$ cat config.mk
export PLATFORM = sky130hd
export DESIGN_NAME = sparse_matrix_coo_add
export DESIGN_NICKNAME = d
export VERILOG_FILES = /design/src/rtl/smca_pkg.sv /design/src/rtl/smca_fifo.sv /design/src/rtl/smca_front.sv /design/src/rtl/smca_back.sv /design/src/rtl/sparse_matrix_coo_add.sv
export SDC_FILE = /design/constraint.sdc
export NUM_CORES = 2
export LEC_CHECK = 0
export ABC_AREA = 0
export BUFFER_PORTS_ARGS = -buffer_cell sky130_fd_sc_hd__buf_2
export CELL_PAD_IN_SITES_DETAIL_PLACEMENT = 1
export CELL_PAD_IN_SITES_GLOBAL_PLACEMENT = 1
export CORE_MARGIN = 8
export CORE_UTILIZATION = 60
export DETAILED_ROUTE_END_ITERATION = 12
export PLACE_DENSITY_LB_ADDON = 0.1
export SYNTH_ARGS = -nofsm -noshare
export SYNTH_HDL_FRONTEND = slang
export SYNTH_SLANG_ARGS = --single-unit
$ cat constraint.sdc
create_clock -name clk -period 10.72 [get_ports clk]
set_clock_uncertainty 0.15 [all_clocks]
set_input_delay 2.144 -clock clk [delete_from_list [all_inputs] [get_ports clk]]
set_output_delay 2.144 -clock clk [all_outputs]
set_load 0.005 [all_outputs]
$ cat src/rtl/smca_pkg.sv
// shared types and constants for the sparse coordinate-list adder
`default_nettype none

package smca_pkg;

  localparam int ENTRIES_DEF    = 16;
  localparam int INDEX_BITS_DEF = 8;
  localparam int COORD_W        = 8;
  localparam int VALUE_W        = 32;
  localparam int CMD_DEPTH      = 2;
  localparam int OUT_DEPTH      = 2;

  localparam logic [1:0] FUNC_LOAD_A = 2'd0;
  localparam logic [1:0] FUNC_LOAD_B = 2'd1;
  localparam logic [1:0] FUNC_RUN    = 2'd2;

  typedef enum logic [1:0] {
    OP_LOAD_A = 2'd0,
    OP_LOAD_B = 2'd1,
    OP_RUN    = 2'd2
  } op_t;

  typedef struct packed {
    logic [COORD_W-1:0]        row;
    logic [COORD_W-1:0]        col;
    logic signed [VALUE_W-1:0] value;
  } entry_t;

  typedef struct packed {
    op_t    op;
    entry_t entry;
  } cmd_t;

  typedef struct packed {
    entry_t entry;
    logic   is_last;
    logic   is_empty;
    logic   overflowed;
  } res_t;

endpackage

`default_nettype wire

$ cat src/rtl/smca_fifo.sv
// small register queue used for commands and for results
`default_nettype none

module smca_fifo #(
  parameter int WIDTH = 1,
  parameter int DEPTH = 2
) (
  input  wire logic             clk,
  input  wire logic             rst_n,
  input  wire logic             wr_en,
  input  wire logic [WIDTH-1:0] wr_data,
  output logic                  full,
  input  wire logic             rd_en,
  output logic      [WIDTH-1:0] rd_data,
  output logic                  empty
);

  localparam int PtrW = (DEPTH > 1) ? $clog2(DEPTH) : 1;
  localparam int CntW = $clog2(DEPTH + 1);

  logic [WIDTH-1:0] slot_r [DEPTH];
  logic [PtrW-1:0]  wr_ptr_r;
  logic [PtrW-1:0]  rd_ptr_r;
  logic [CntW-1:0]  cnt_r;
  logic             do_wr;
  logic             do_rd;

  assign full    = (cnt_r == CntW'(DEPTH));
  assign empty   = (cnt_r == '0);
  assign do_wr   = wr_en && !full;
  assign do_rd   = rd_en && !empty;
  assign rd_data = slot_r[rd_ptr_r];

  always_ff @(posedge clk) begin
    if (!rst_n) begin
      wr_ptr_r <= '0;
      rd_ptr_r <= '0;
      cnt_r    <= '0;
    end else begin
      if (do_wr) begin
        wr_ptr_r <= (wr_ptr_r == PtrW'(DEPTH - 1)) ? '0 : wr_ptr_r + 1'b1;
      end
      if (do_rd) begin
        rd_ptr_r <= (rd_ptr_r == PtrW'(DEPTH - 1)) ? '0 : rd_ptr_r + 1'b1;
      end
      case ({do_wr, do_rd})
        2'b10:   cnt_r <= cnt_r + 1'b1;
        2'b01:   cnt_r <= cnt_r - 1'b1;
        default: cnt_r <= cnt_r;
      endcase
    end
  end

  always_ff @(posedge clk) begin
    if (do_wr) begin
      slot_r[wr_ptr_r] <= wr_data;
    end
  end

endmodule

`default_nettype wire

$ cat src/rtl/smca_front.sv
// input side: decodes the function code and masks coordinates into a command
`default_nettype none

module smca_front
  import smca_pkg::*;
#(
  parameter int INDEX_BITS = INDEX_BITS_DEF
) (
  input  wire logic                      push,
  output logic                           full,
  input  wire logic [1:0]                in_func,
  input  wire logic [COORD_W-1:0]        in_row,
  input  wire logic [COORD_W-1:0]        in_col,
  input  wire logic signed [VALUE_W-1:0] in_value,
  input  wire logic                      cmd_full,
  output logic                           cmd_push,
  output cmd_t                           cmd
);

  localparam int MaskW = (INDEX_BITS < COORD_W) ? INDEX_BITS : COORD_W;
  localparam logic [COORD_W-1:0] IdxMask = COORD_W'((1 << MaskW) - 1);

  logic known;

  always_comb begin
    known           = 1'b1;
    cmd.op          = OP_RUN;
    cmd.entry.row   = in_row & IdxMask;
    cmd.entry.col   = in_col & IdxMask;
    cmd.entry.value = in_value;
    case (in_func)
      FUNC_LOAD_A: cmd.op = OP_LOAD_A;
      FUNC_LOAD_B: cmd.op = OP_LOAD_B;
      FUNC_RUN:    cmd.op = OP_RUN;
      default:     known  = 1'b0;
    endcase
  end

  // unused function code is taken and dropped here
  assign full            = cmd_full;
  assign cmd_push        = push && !cmd_full && known;

endmodule

`default_nettype wire

$ cat src/rtl/smca_back.sv
// execution side: entry stores, counts, overflow flag and the match scan
`default_nettype none

module smca_back
  import smca_pkg::*;
#(
  parameter int ENTRIES = ENTRIES_DEF
) (
  input  wire logic clk,
  input  wire logic rst_n,
  input  wire logic cmd_valid,
  input  wire cmd_t cmd,
  output logic      cmd_pop,
  input  wire logic res_full,
  output logic      res_push,
  output res_t      res
);

  localparam int AddrW = (ENTRIES > 1) ? $clog2(ENTRIES) : 1;
  localparam int CntW  = $clog2(ENTRIES + 1);

  typedef enum logic [2:0] {
    S_IDLE,
    S_NEXT,
    S_CUR,
    S_PREQ,
    S_PCMP,
    S_EMIT,
    S_FIN
  } state_t;

  state_t          state_r;
  entry_t          mem_a [ENTRIES];
  entry_t          mem_b [ENTRIES];
  entry_t          rd_a_r;
  entry_t          rd_b_r;
  logic [CntW-1:0] cnt_a_r;
  logic [CntW-1:0] cnt_b_r;
  logic            ovf_r;
  logic [CntW-1:0] i_r;
  logic [CntW-1:0] j_r;
  logic            phase_b_r;
  logic            probe_b_r;
  entry_t          cur_r;
  entry_t          new_r;
  entry_t          pend_r;
  logic            pend_empty_r;
  logic            pend_v_r;

  logic [CntW-1:0] lim;
  logic [CntW-1:0] rd_idx;
  entry_t          pdata;
  entry_t          cdata;
  logic            hit;
  logic            wr_a;
  logic            wr_b;

  assign cmd_pop = (state_r == S_IDLE) && cmd_valid;
  assign wr_a    = cmd_pop && (cmd.op == OP_LOAD_A) && (cnt_a_r != CntW'(ENTRIES));
  assign wr_b    = cmd_pop && (cmd.op == OP_LOAD_B) && (cnt_b_r != CntW'(ENTRIES));

  // outer entry is fetched by i, probed entries by j
  assign rd_idx = (state_r == S_NEXT) ? i_r : j_r;
  assign lim    = probe_b_r ? (phase_b_r ? i_r : cnt_b_r) : cnt_a_r;
  assign pdata  = probe_b_r ? rd_b_r : rd_a_r;
  assign cdata  = phase_b_r ? rd_b_r : rd_a_r;
  assign hit    = (pdata.row == cur_r.row) && (pdata.col == cur_r.col);

  assign res_push       = !res_full && ((state_r == S_EMIT && pend_v_r) || state_r == S_FIN);
  assign res.entry      = pend_r;
  assign res.is_last    = (state_r == S_FIN);
  assign res.is_empty   = pend_empty_r;
  assign res.overflowed = ovf_r;

  always_ff @(posedge clk) begin
    if (wr_a) begin
      mem_a[cnt_a_r[AddrW-1:0]] <= cmd.entry;
    end
    if (wr_b) begin
      mem_b[cnt_b_r[AddrW-1:0]] <= cmd.entry;
    end
    rd_a_r <= mem_a[rd_idx[AddrW-1:0]];
    rd_b_r <= mem_b[rd_idx[AddrW-1:0]];
  end

  always_ff @(posedge clk) begin
    if (!rst_n) begin
      state_r  <= S_IDLE;
      cnt_a_r  <= '0;
      cnt_b_r  <= '0;
      ovf_r    <= 1'b0;
      pend_v_r <= 1'b0;
    end else begin
      case (state_r)
        S_IDLE: begin
          if (cmd_valid) begin
            case (cmd.op)
              OP_LOAD_A: begin
                if (wr_a) cnt_a_r <= cnt_a_r + 1'b1;
                else      ovf_r   <= 1'b1;
              end
              OP_LOAD_B: begin
                if (wr_b) cnt_b_r <= cnt_b_r + 1'b1;
                else      ovf_r   <= 1'b1;
              end
              OP_RUN: begin
                i_r       <= '0;
                phase_b_r <= 1'b0;
                if (cnt_a_r == '0 && cnt_b_r == '0) begin
                  pend_r       <= '0;
                  pend_empty_r <= 1'b1;
                  pend_v_r     <= 1'b1;
                  state_r      <= S_FIN;
                end else begin
                  state_r <= S_NEXT;
                end
              end
              default: state_r <= S_IDLE;
            endcase
          end
        end
        S_NEXT: begin
          if (!phase_b_r && i_r == cnt_a_r) begin
            phase_b_r <= 1'b1;
            i_r       <= '0;
          end else if (phase_b_r && i_r == cnt_b_r) begin
            state_r <= S_FIN;
          end else begin
            state_r <= S_CUR;
          end
        end
        S_CUR: begin
          cur_r     <= cdata;
          j_r       <= '0;
          probe_b_r <= !phase_b_r;
          state_r   <= S_PREQ;
        end
        S_PREQ: begin
          if (j_r == lim) begin
            if (phase_b_r && !probe_b_r) begin
              // no a entry there, now earlier b entries
              probe_b_r <= 1'b1;
              j_r       <= '0;
            end else begin
              new_r   <= cur_r;
              state_r <= S_EMIT;
            end
          end else begin
            state_r <= S_PCMP;
          end
        end
        S_PCMP: begin
          if (hit) begin
            if (!phase_b_r) begin
              new_r.row   <= cur_r.row;
              new_r.col   <= cur_r.col;
              new_r.value <= cur_r.value + pdata.value;
              state_r     <= S_EMIT;
            end else begin
              i_r     <= i_r + 1'b1;
              state_r <= S_NEXT;
            end
          end else begin
            j_r     <= j_r + 1'b1;
            state_r <= S_PREQ;
          end
        end
        S_EMIT: begin
          // one result is held back so the final one can carry is_last
          if (!pend_v_r || !res_full) begin
            pend_r       <= new_r;
            pend_empty_r <= 1'b0;
            pend_v_r     <= 1'b1;
            i_r          <= i_r + 1'b1;
            state_r      <= S_NEXT;
          end
        end
        S_FIN: begin
          if (!res_full) begin
            pend_v_r <= 1'b0;
            cnt_a_r  <= '0;
            cnt_b_r  <= '0;
            ovf_r    <= 1'b0;
            state_r  <= S_IDLE;
          end
        end
        default: state_r <= S_IDLE;
      endcase
    end
  end

endmodule

`default_nettype wire

$ cat src/rtl/sparse_matrix_coo_add.sv
// top level of the sparse coordinate-list matrix adder
//
//   channel  handshake     payload
//   input    push / full   in_func, in_row, in_col, in_value
//   result   pop / empty   out_row, out_col, out_value, out_is_last,
//                          out_is_empty, out_overflowed
//
// a load is taken in the idle state of the execution side; unused function codes are dropped in the front
// a run checks each a entry against the b store, then each b entry against the a store and
// the earlier b entries, one probe at a time through the single read port of each store
// reset clears counts, overflow flag and both queues; store contents stay undefined
// a full result queue stalls the scan, a busy scan fills the two-deep command queue
`default_nettype none

module sparse_matrix_coo_add
  import smca_pkg::*;
#(
  parameter int ENTRIES    = ENTRIES_DEF,
  parameter int INDEX_BITS = INDEX_BITS_DEF
) (
  input  wire logic                      clk,
  input  wire logic                      rst_n,
  input  wire logic                      push,
  output logic                           full,
  input  wire logic [1:0]                in_func,
  input  wire logic [COORD_W-1:0]        in_row,
  input  wire logic [COORD_W-1:0]        in_col,
  input  wire logic signed [VALUE_W-1:0] in_value,
  output logic                           empty,
  input  wire logic                      pop,
  output logic [COORD_W-1:0]             out_row,
  output logic [COORD_W-1:0]             out_col,
  output logic signed [VALUE_W-1:0]      out_value,
  output logic                           out_is_last,
  output logic                           out_is_empty,
  output logic                           out_overflowed
);

  cmd_t cmd_in;
  cmd_t cmd_head;
  logic cmd_push;
  logic cmd_full;
  logic cmd_empty;
  logic cmd_pop;
  res_t res_in;
  res_t res_head;
  logic res_push;
  logic res_full;

  smca_front #(
    .INDEX_BITS(INDEX_BITS)
  ) u_front (
    .push     (push),
    .full     (full),
    .in_func  (in_func),
    .in_row   (in_row),
    .in_col   (in_col),
    .in_value (in_value),
    .cmd_full (cmd_full),
    .cmd_push (cmd_push),
    .cmd      (cmd_in)
  );

  smca_fifo #(
    .WIDTH($bits(cmd_t)),
    .DEPTH(CMD_DEPTH)
  ) u_cmd_q (
    .clk     (clk),
    .rst_n   (rst_n),
    .wr_en   (cmd_push),
    .wr_data (cmd_in),
    .full    (cmd_full),
    .rd_en   (cmd_pop),
    .rd_data (cmd_head),
    .empty   (cmd_empty)
  );

  smca_back #(
    .ENTRIES(ENTRIES)
  ) u_back (
    .clk       (clk),
    .rst_n     (rst_n),
    .cmd_valid (!cmd_empty),
    .cmd       (cmd_head),
    .cmd_pop   (cmd_pop),
    .res_full  (res_full),
    .res_push  (res_push),
    .res       (res_in)
  );

  smca_fifo #(
    .WIDTH($bits(res_t)),
    .DEPTH(OUT_DEPTH)
  ) u_res_q (
    .clk     (clk),
    .rst_n   (rst_n),
    .wr_en   (res_push),
    .wr_data (res_in),
    .full    (res_full),
    .rd_en   (pop),
    .rd_data (res_head),
    .empty   (empty)
  );

  assign out_row        = res_head.entry.row;
  assign out_col        = res_head.entry.col;
  assign out_value      = res_head.entry.value;
  assign out_is_last    = res_head.is_last;
  assign out_is_empty   = res_head.is_empty;
  assign out_overflowed = res_head.overflowed;

`ifndef SYNTHESIS
  a_res_room: assert property (@(posedge clk) disable iff (!rst_n)
    res_push |-> !res_full)
    else $error("result beat pushed into a full queue");

  a_cmd_pop_valid: assert property (@(posedge clk) disable iff (!rst_n)
    cmd_pop |-> !cmd_empty)
    else $error("command beat taken from an empty queue");

  a_empty_result: assert property (@(posedge clk) disable iff (!rst_n)
    (!empty && out_is_empty) |->
      (out_is_last && out_row == '0 && out_col == '0 && out_value == '0))
    else $error("empty-run result is not a zero final beat");
`endif

endmodule

`default_nettype wire

**After elaboration in Yosys (flattened, before gate mapping)**

Memories as Yosys holds them, arrays and structs flattened. A register that Yosys moved wholly into a read port is not among the register bits.
Index checks and enable logic that the tools add are counted.
Widths: inputs -> output; s select.

- RAM bits: 1738
- Bits in registers: 180
- Memories kept: 4
- Word-level logic and storage cells: 233
- Output and inout bits: 53
- Bits of input ports: 54

Memory list:

| memory | depth | width | read ports | clocked after memory_dff | wr ports | line | source |
|---|---|---|---|---|---|---|---|
| u_back.mem_a | 16 | 48 | 1 | 1 | 1 | smca_back.sv:33 | `entry_t mem_a [ENTRIES];` |
| u_back.mem_b | 16 | 48 | 1 | 1 | 1 | smca_back.sv:34 | `entry_t mem_b [ENTRIES];` |
| u_res_q.slot_r | 2 | 51 | 1 | 1 | 1 | smca_fifo.sv:21 | `logic [WIDTH-1:0] slot_r [DEPTH];` |
| u_cmd_q.slot_r | 2 | 50 | 1 | 1 | 1 | smca_fifo.sv:21 |  |

- Mux-type cells: 87
- Reductions and logical operators: 58
- Add/sub/neg operators: 13
- Equality and inequality tests: 46

Operator list:

| operator | count |
|---|---|
| $mux 48 | 10 |
| $pmux 48 s2 | 2 |
| $mux 5 | 18 |
| $add 32x32->32 | 1 |
| $mux 1 | 31 |
| $mux 3 | 10 |
| $reduce_and 6->1 | 5 |
| $ne 2x2->1 const B | 13 |
| $pmux 3 s7 | 1 |
| $add 5x1->5 const B | 4 |
| $pmux 5 s2 | 2 |
| $pmux 5 s4 | 1 |
| $reduce_and 5->1 | 4 |
| $logic_and 1x1->1 | 18 |
| $eq 8x8->1 | 2 |
| $eq 5x5->1 | 3 |
| $pmux 5 s3 | 1 |
| $reduce_bool 2->1 | 7 |
| $eq 2x2->1 const B | 6 |
| $ne 2x1->1 const B | 6 |
| $ne 3x3->1 const B | 4 |
| $pmux 2 s2 | 3 |
| $logic_not 5->1 | 2 |
| $ne 5x5->1 const B | 2 |
| other kinds (22) | 48 |

**Depth between registers and ports, before layout**

- Word-level depth: 9
- Mapped depth: 14
- Depth with buffers taken out: 12

**By module**

A second synthesis with hierarchy kept.

- Cell total of the unflattened synthesis: 5514
- Area, all modules: 80494.7 µm²

By module, submodules not included:

| module | cells an instance | area each (µm²) | times used | seq. area each (µm²) |
|---|---|---|---|---|
| smca_back | 5093 | 72363.2 | 1 | 53060.9 |
| smca_fifo at u_res_q | 185 | 3902.5 | 1 | 3163.0 |
| smca_fifo at u_cmd_q | 182 | 3831.2 | 1 | 3103.0 |
| smca_front | 53 | 394.1 | 1 | 0.0 |
| sparse_matrix_coo_add | 1 | 3.8 | 1 | 0.0 |

**Worst setup path after synthesis**

OpenSTA, ideal clock, no wires.

- Kind: input -> register
- From: in rst_n
- To: reg u_back.pend_empty_r (enable)
- Stages: 2
- Buffers on the path: 0
- Library setup time: 0.577 ns
- Required time: 9.993 ns
- Data arrival time: 6.958 ns
- Setup slack: 3.034 ns
- Path through: nand2_1 nor4_1

- Longest elaborated chain between the ends: 1

Ends and longest elaborated chain:

| element | line | source |
|---|---|---|
| start, declared | sparse_matrix_coo_add.sv:22 | `input wire logic rst_n,` |
| $reduce_and 6->1 (no line) | - |  |
| end signal, assigned | smca_back.sv:111 | `pend_empty_r <= 1'b1;` |
| end signal, assigned | smca_back.sv:172 | `pend_empty_r <= 1'b0;` |
| end, declared | smca_back.sv:47 | `logic pend_empty_r;` |

No other way between the ends.
A chain may end at the register's enable or synchronous reset.

==> impl_results.md <==
* Highest clock rate at around 0.19 GHz
* Total grt overflow at 0
* Register area share after synthesis at 76.09%
* CP delay by family, top: simple AND/OR/NAND/NOR gates
* H-Tree Depth at 4
* Ratio of cells with drive above 1 in the final layout at 26.19%
* CTS buffer count at 196
* Main flop type after synthesis: edfxtp_1
* Filler instances at 10290
* Core Box Area at 0.1293 mm^2
* Total number of yosys warnings at 0
* Post-synthesis register bit count at around 2000
* Crit Path Class: register to register
* Endpoint arrival time on the critical path at 5.50 ns
* CTS clock-pin slew for the worst setup and hold paths at 0.07 ns
* Final Cycle Share at around half
* Largest cells by area after synthesis: edfxtp_1, mux4_2, dfxtp_1, mux2_2, nand2_1
* RSZ-0062 raised after global routing: no
* Drt pass-1 iters at 5
* Count leader, synth: edfxtp_1
* Remaining DRCs at 0
* Net switching power at between 5000 and 6000 uW
* Max clock buf depth at 3
* Post-synth top area share at 72.98%
* Max incr delay on CP at 0.89 ns
* CP Max Fanout at 29
* Worst reg2reg path depth at 7
* Crit-path cells: buf_4, mux2i_1, nand2_1, nor2_1, nand2_1, nor2_4, buf_4
* Final setup vio count at 0
* Nets at 4188
* Outcome: complete, no violations
* Worst Tran Pin Value at 1.187 ns
* Relative slew slack at between 20% and 30%
* Cell accounting for the most synthesized area: edfxtp_1
* CTS resizes at 0
* CP bufs+invs at 2
* Starting DRC count in detailed routing at ~4600
* First-pass GRT wire length at 299900 um
* Peak supply drop at between 0.00015 and 0.0002 V
* Worst hold path depth at 0
* Setup TNS at 0 ns
* DR vias/cell at 6.699
* Placement row count at ~130
* Hold WS at 0.2978 ns
* Routed wire length at 210500 um
* Initial Utilization at 60.29%
* Later-pin clock latency in the skew report at 0.82 ns
* Syn Nets at 4015
* Io pins at between 100 and 150
* Setup crit start kind: register
* Reg power frac at a little under half
* Pwr per Cell Area at approximately 250 mW/mm^2
* GRT Total Usage at 29.57%
* Hold Vio Cnt, Final at 0
* Post-CTS Hold Fix Bufs at 0
* Share of total power in the clock network at around 33%
* Cells after Synth at just under 4000
* Sw Share at between 20% and 30%
* Power Internal at ~15000 uW
* Logic pwr share at between 20% and 30%
* Die X at 376.5 um
* Setup crit end kind: register
* Commonest cells post-synth: edfxtp_1, mux4_2, nand2_1, mux2_2, clkbuf_1
* Seq. cell area at 0.05933 mm^2
* Final Max Slew Viols at 0
* Die height at about 380 um
* CTS sink count at a little over 2000
* DP HPWL at 115300 um
* Post-synthesis area per instance at 19.91 um^2
* Unique masters post-synth at 59
* Final GP Congestion at between 0.8 and 0.9
* Final core occ at 67.46%
* Antenna violations before repair at 6
* Setup repair bufs after CTS at 0
* CTS tree: built
* Crit path time final at 5.222 ns
* Clock root cell: clkbuf_16
* Vias at 40230
* Number of global-route vias before repair at 42010
* Mapped cell area at 0.07797 mm^2
* Required time of the critical path at between 10 and 15 ns
* EDFF count, synth at 1895
* Max Cap Violations at 0
* IO Port Bufs at about 110
* Die area at between 0.1 and 0.15 mm^2
* Worst min path class: register to register
* Multi-input gate area at 0.01778 mm^2
* Largest net degree at the start of global routing at 143
* Ys async rst share at 0%
* Detail Route Antenna Nets at 0
* CP max stage cell: nor2_4
* Tot Pwr at 21450 uW
* Crit path depth at 7
* Pleak at 0.02833 uW
* Area Growth Syn to Fin at 11.88%
* Wire per inst at about 35 um
## final cells by class
class                           instances  share of cell area, %
Clock inverter                        114                  1.529
Tap cell                             1742                  2.499
Clock buffer                          255                  6.110
Multi-Input combinational cell       1670                  20.39
Sequential cell                      2016                  68.02
Timing Repair Buffer                  192                  1.391
Inverter                               14                0.06024
Antenna cell                            2               0.005737
## cells by family (layout without fill, tap and decap cells)
| kind of cell | Yosys count | after routing | synth area share (%) |
|---|---|---|---|
| xor gates and xnor gates | 75 | 75 | 0.8425 |
| buffers and inverters | 231 | 575 | 1.505 |
| adders and majority gates | 44 | 44 | 0.7157 |
| DFF | 2016 | 2016 | 76.09 |
| AOI/OAI and AO/OA | 356 | 356 | 3.049 |
| and+or+nand+nor | 601 | 601 | 3.701 |
| other | 0 | 2 | 0 |
| muxes | 594 | 594 | 14.10 |
## power groups by stage
stage / clock, uW / combinational, uW / sequential (uW)
final: 7120 / 4350 / 9990
after global routing: 7430 / 4650 / 10000
after CTS: 7190 / 4350 / 9970
after detailed placement: 0 / 4310 / 10100
after global placement: 0 / 4100 / 10100
after floorplan: 0 / 3150 / 9890
## worst paths after layout
path,endpoint,from,slack [ns]
worst max-delay path,u_back.mem_a[12][27]$_DFFE_PP_,register,5.50
worst min-delay path,u_res_q.slot_r[0][37]$_DFFE_PP_,u_back.res[37]$_SDFFCE_PN0P_,0.30
worst max register to register,u_back.mem_a[12][27]$_DFFE_PP_,register,5.50
worst min register to register,u_res_q.slot_r[0][37]$_DFFE_PP_,u_back.res[37]$_SDFFCE_PN0P_,0.30
## metrics by stage
step / worst slack, ns / instances / cell area [um^2]
4_1_cts: 5.493 / 6003 / 87230
5_1_grt: 5.227 / 6003 / 87230
2_1_floorplan: 3.034 / 3917 / 77970
3_3_place_gp: 5.721 / 5634 / 80560
3_5_place_dp: 5.545 / 5634 / 80560
6_report: 5.498 / 6005 / 87230
## routing by layer
layer / global-route usage (%) / vias to the layer above / wire (um)
met3: 4.815 / 385 / 16950
met2: 48.73 / 2145 / 103600
li1: - / 16190 / -
met1: 40.94 / 21510 / 82830
met4: 9.739 / 0 / 7112
met5: 0 / - / 0
## state kept, by name (all words and copies together), names as in the netlist, 3 cells and up, named ones only
name,count
u_cmd_q.slot_r,100
u_back.j_r,5
u_back.cnt_b_r,5
u_back.mem_a,768
u_back.i_r,5
u_back.state_r,3
u_back.res,48
u_back.new_r,48
u_back.rd_b_r,48
u_res_q.slot_r,102
u_back.cur_r,48
u_back.cnt_a_r,5
u_back.rd_a_r,48
u_back.mem_b,768
## worst register-to-register path, cell delays in order (launching register included)
cell	delay, ns
dfxtp_4	0.72
buf_4	0.75
mux2i_1	0.39
nand2_1	0.15
nor2_1	0.44
nand2_1	0.35
nor2_4	0.90
buf_4	0.90
## cells in the final DEF (no fill, tap or decap), drive strengths merged, types with 8 or more instances in the layout
cell	netlist	routed
bufinv	0	27
ha	43	43
a31oi	102	102
a211oi	99	99
a21oi	39	39
nand2	268	268
edfxtp	1895	1895
and2	106	106
buf	92	192
inv	13	23
nand3	16	16
xnor2	46	46
dfxtp	121	121
nand4	10	10
mux4	384	384
clkbuf	125	255
mux2	179	179
clkinv	1	70
xor2	29	29
clkinvlp	0	8
a21o	25	25
a21boi	8	8
nand2b	11	11
o21a	11	11
and3	55	55
mux2i	31	31
nor3	15	15
nor2b	10	10
o21ai	41	41
nor2	81	81
Power figures use the tool's default switching activity.
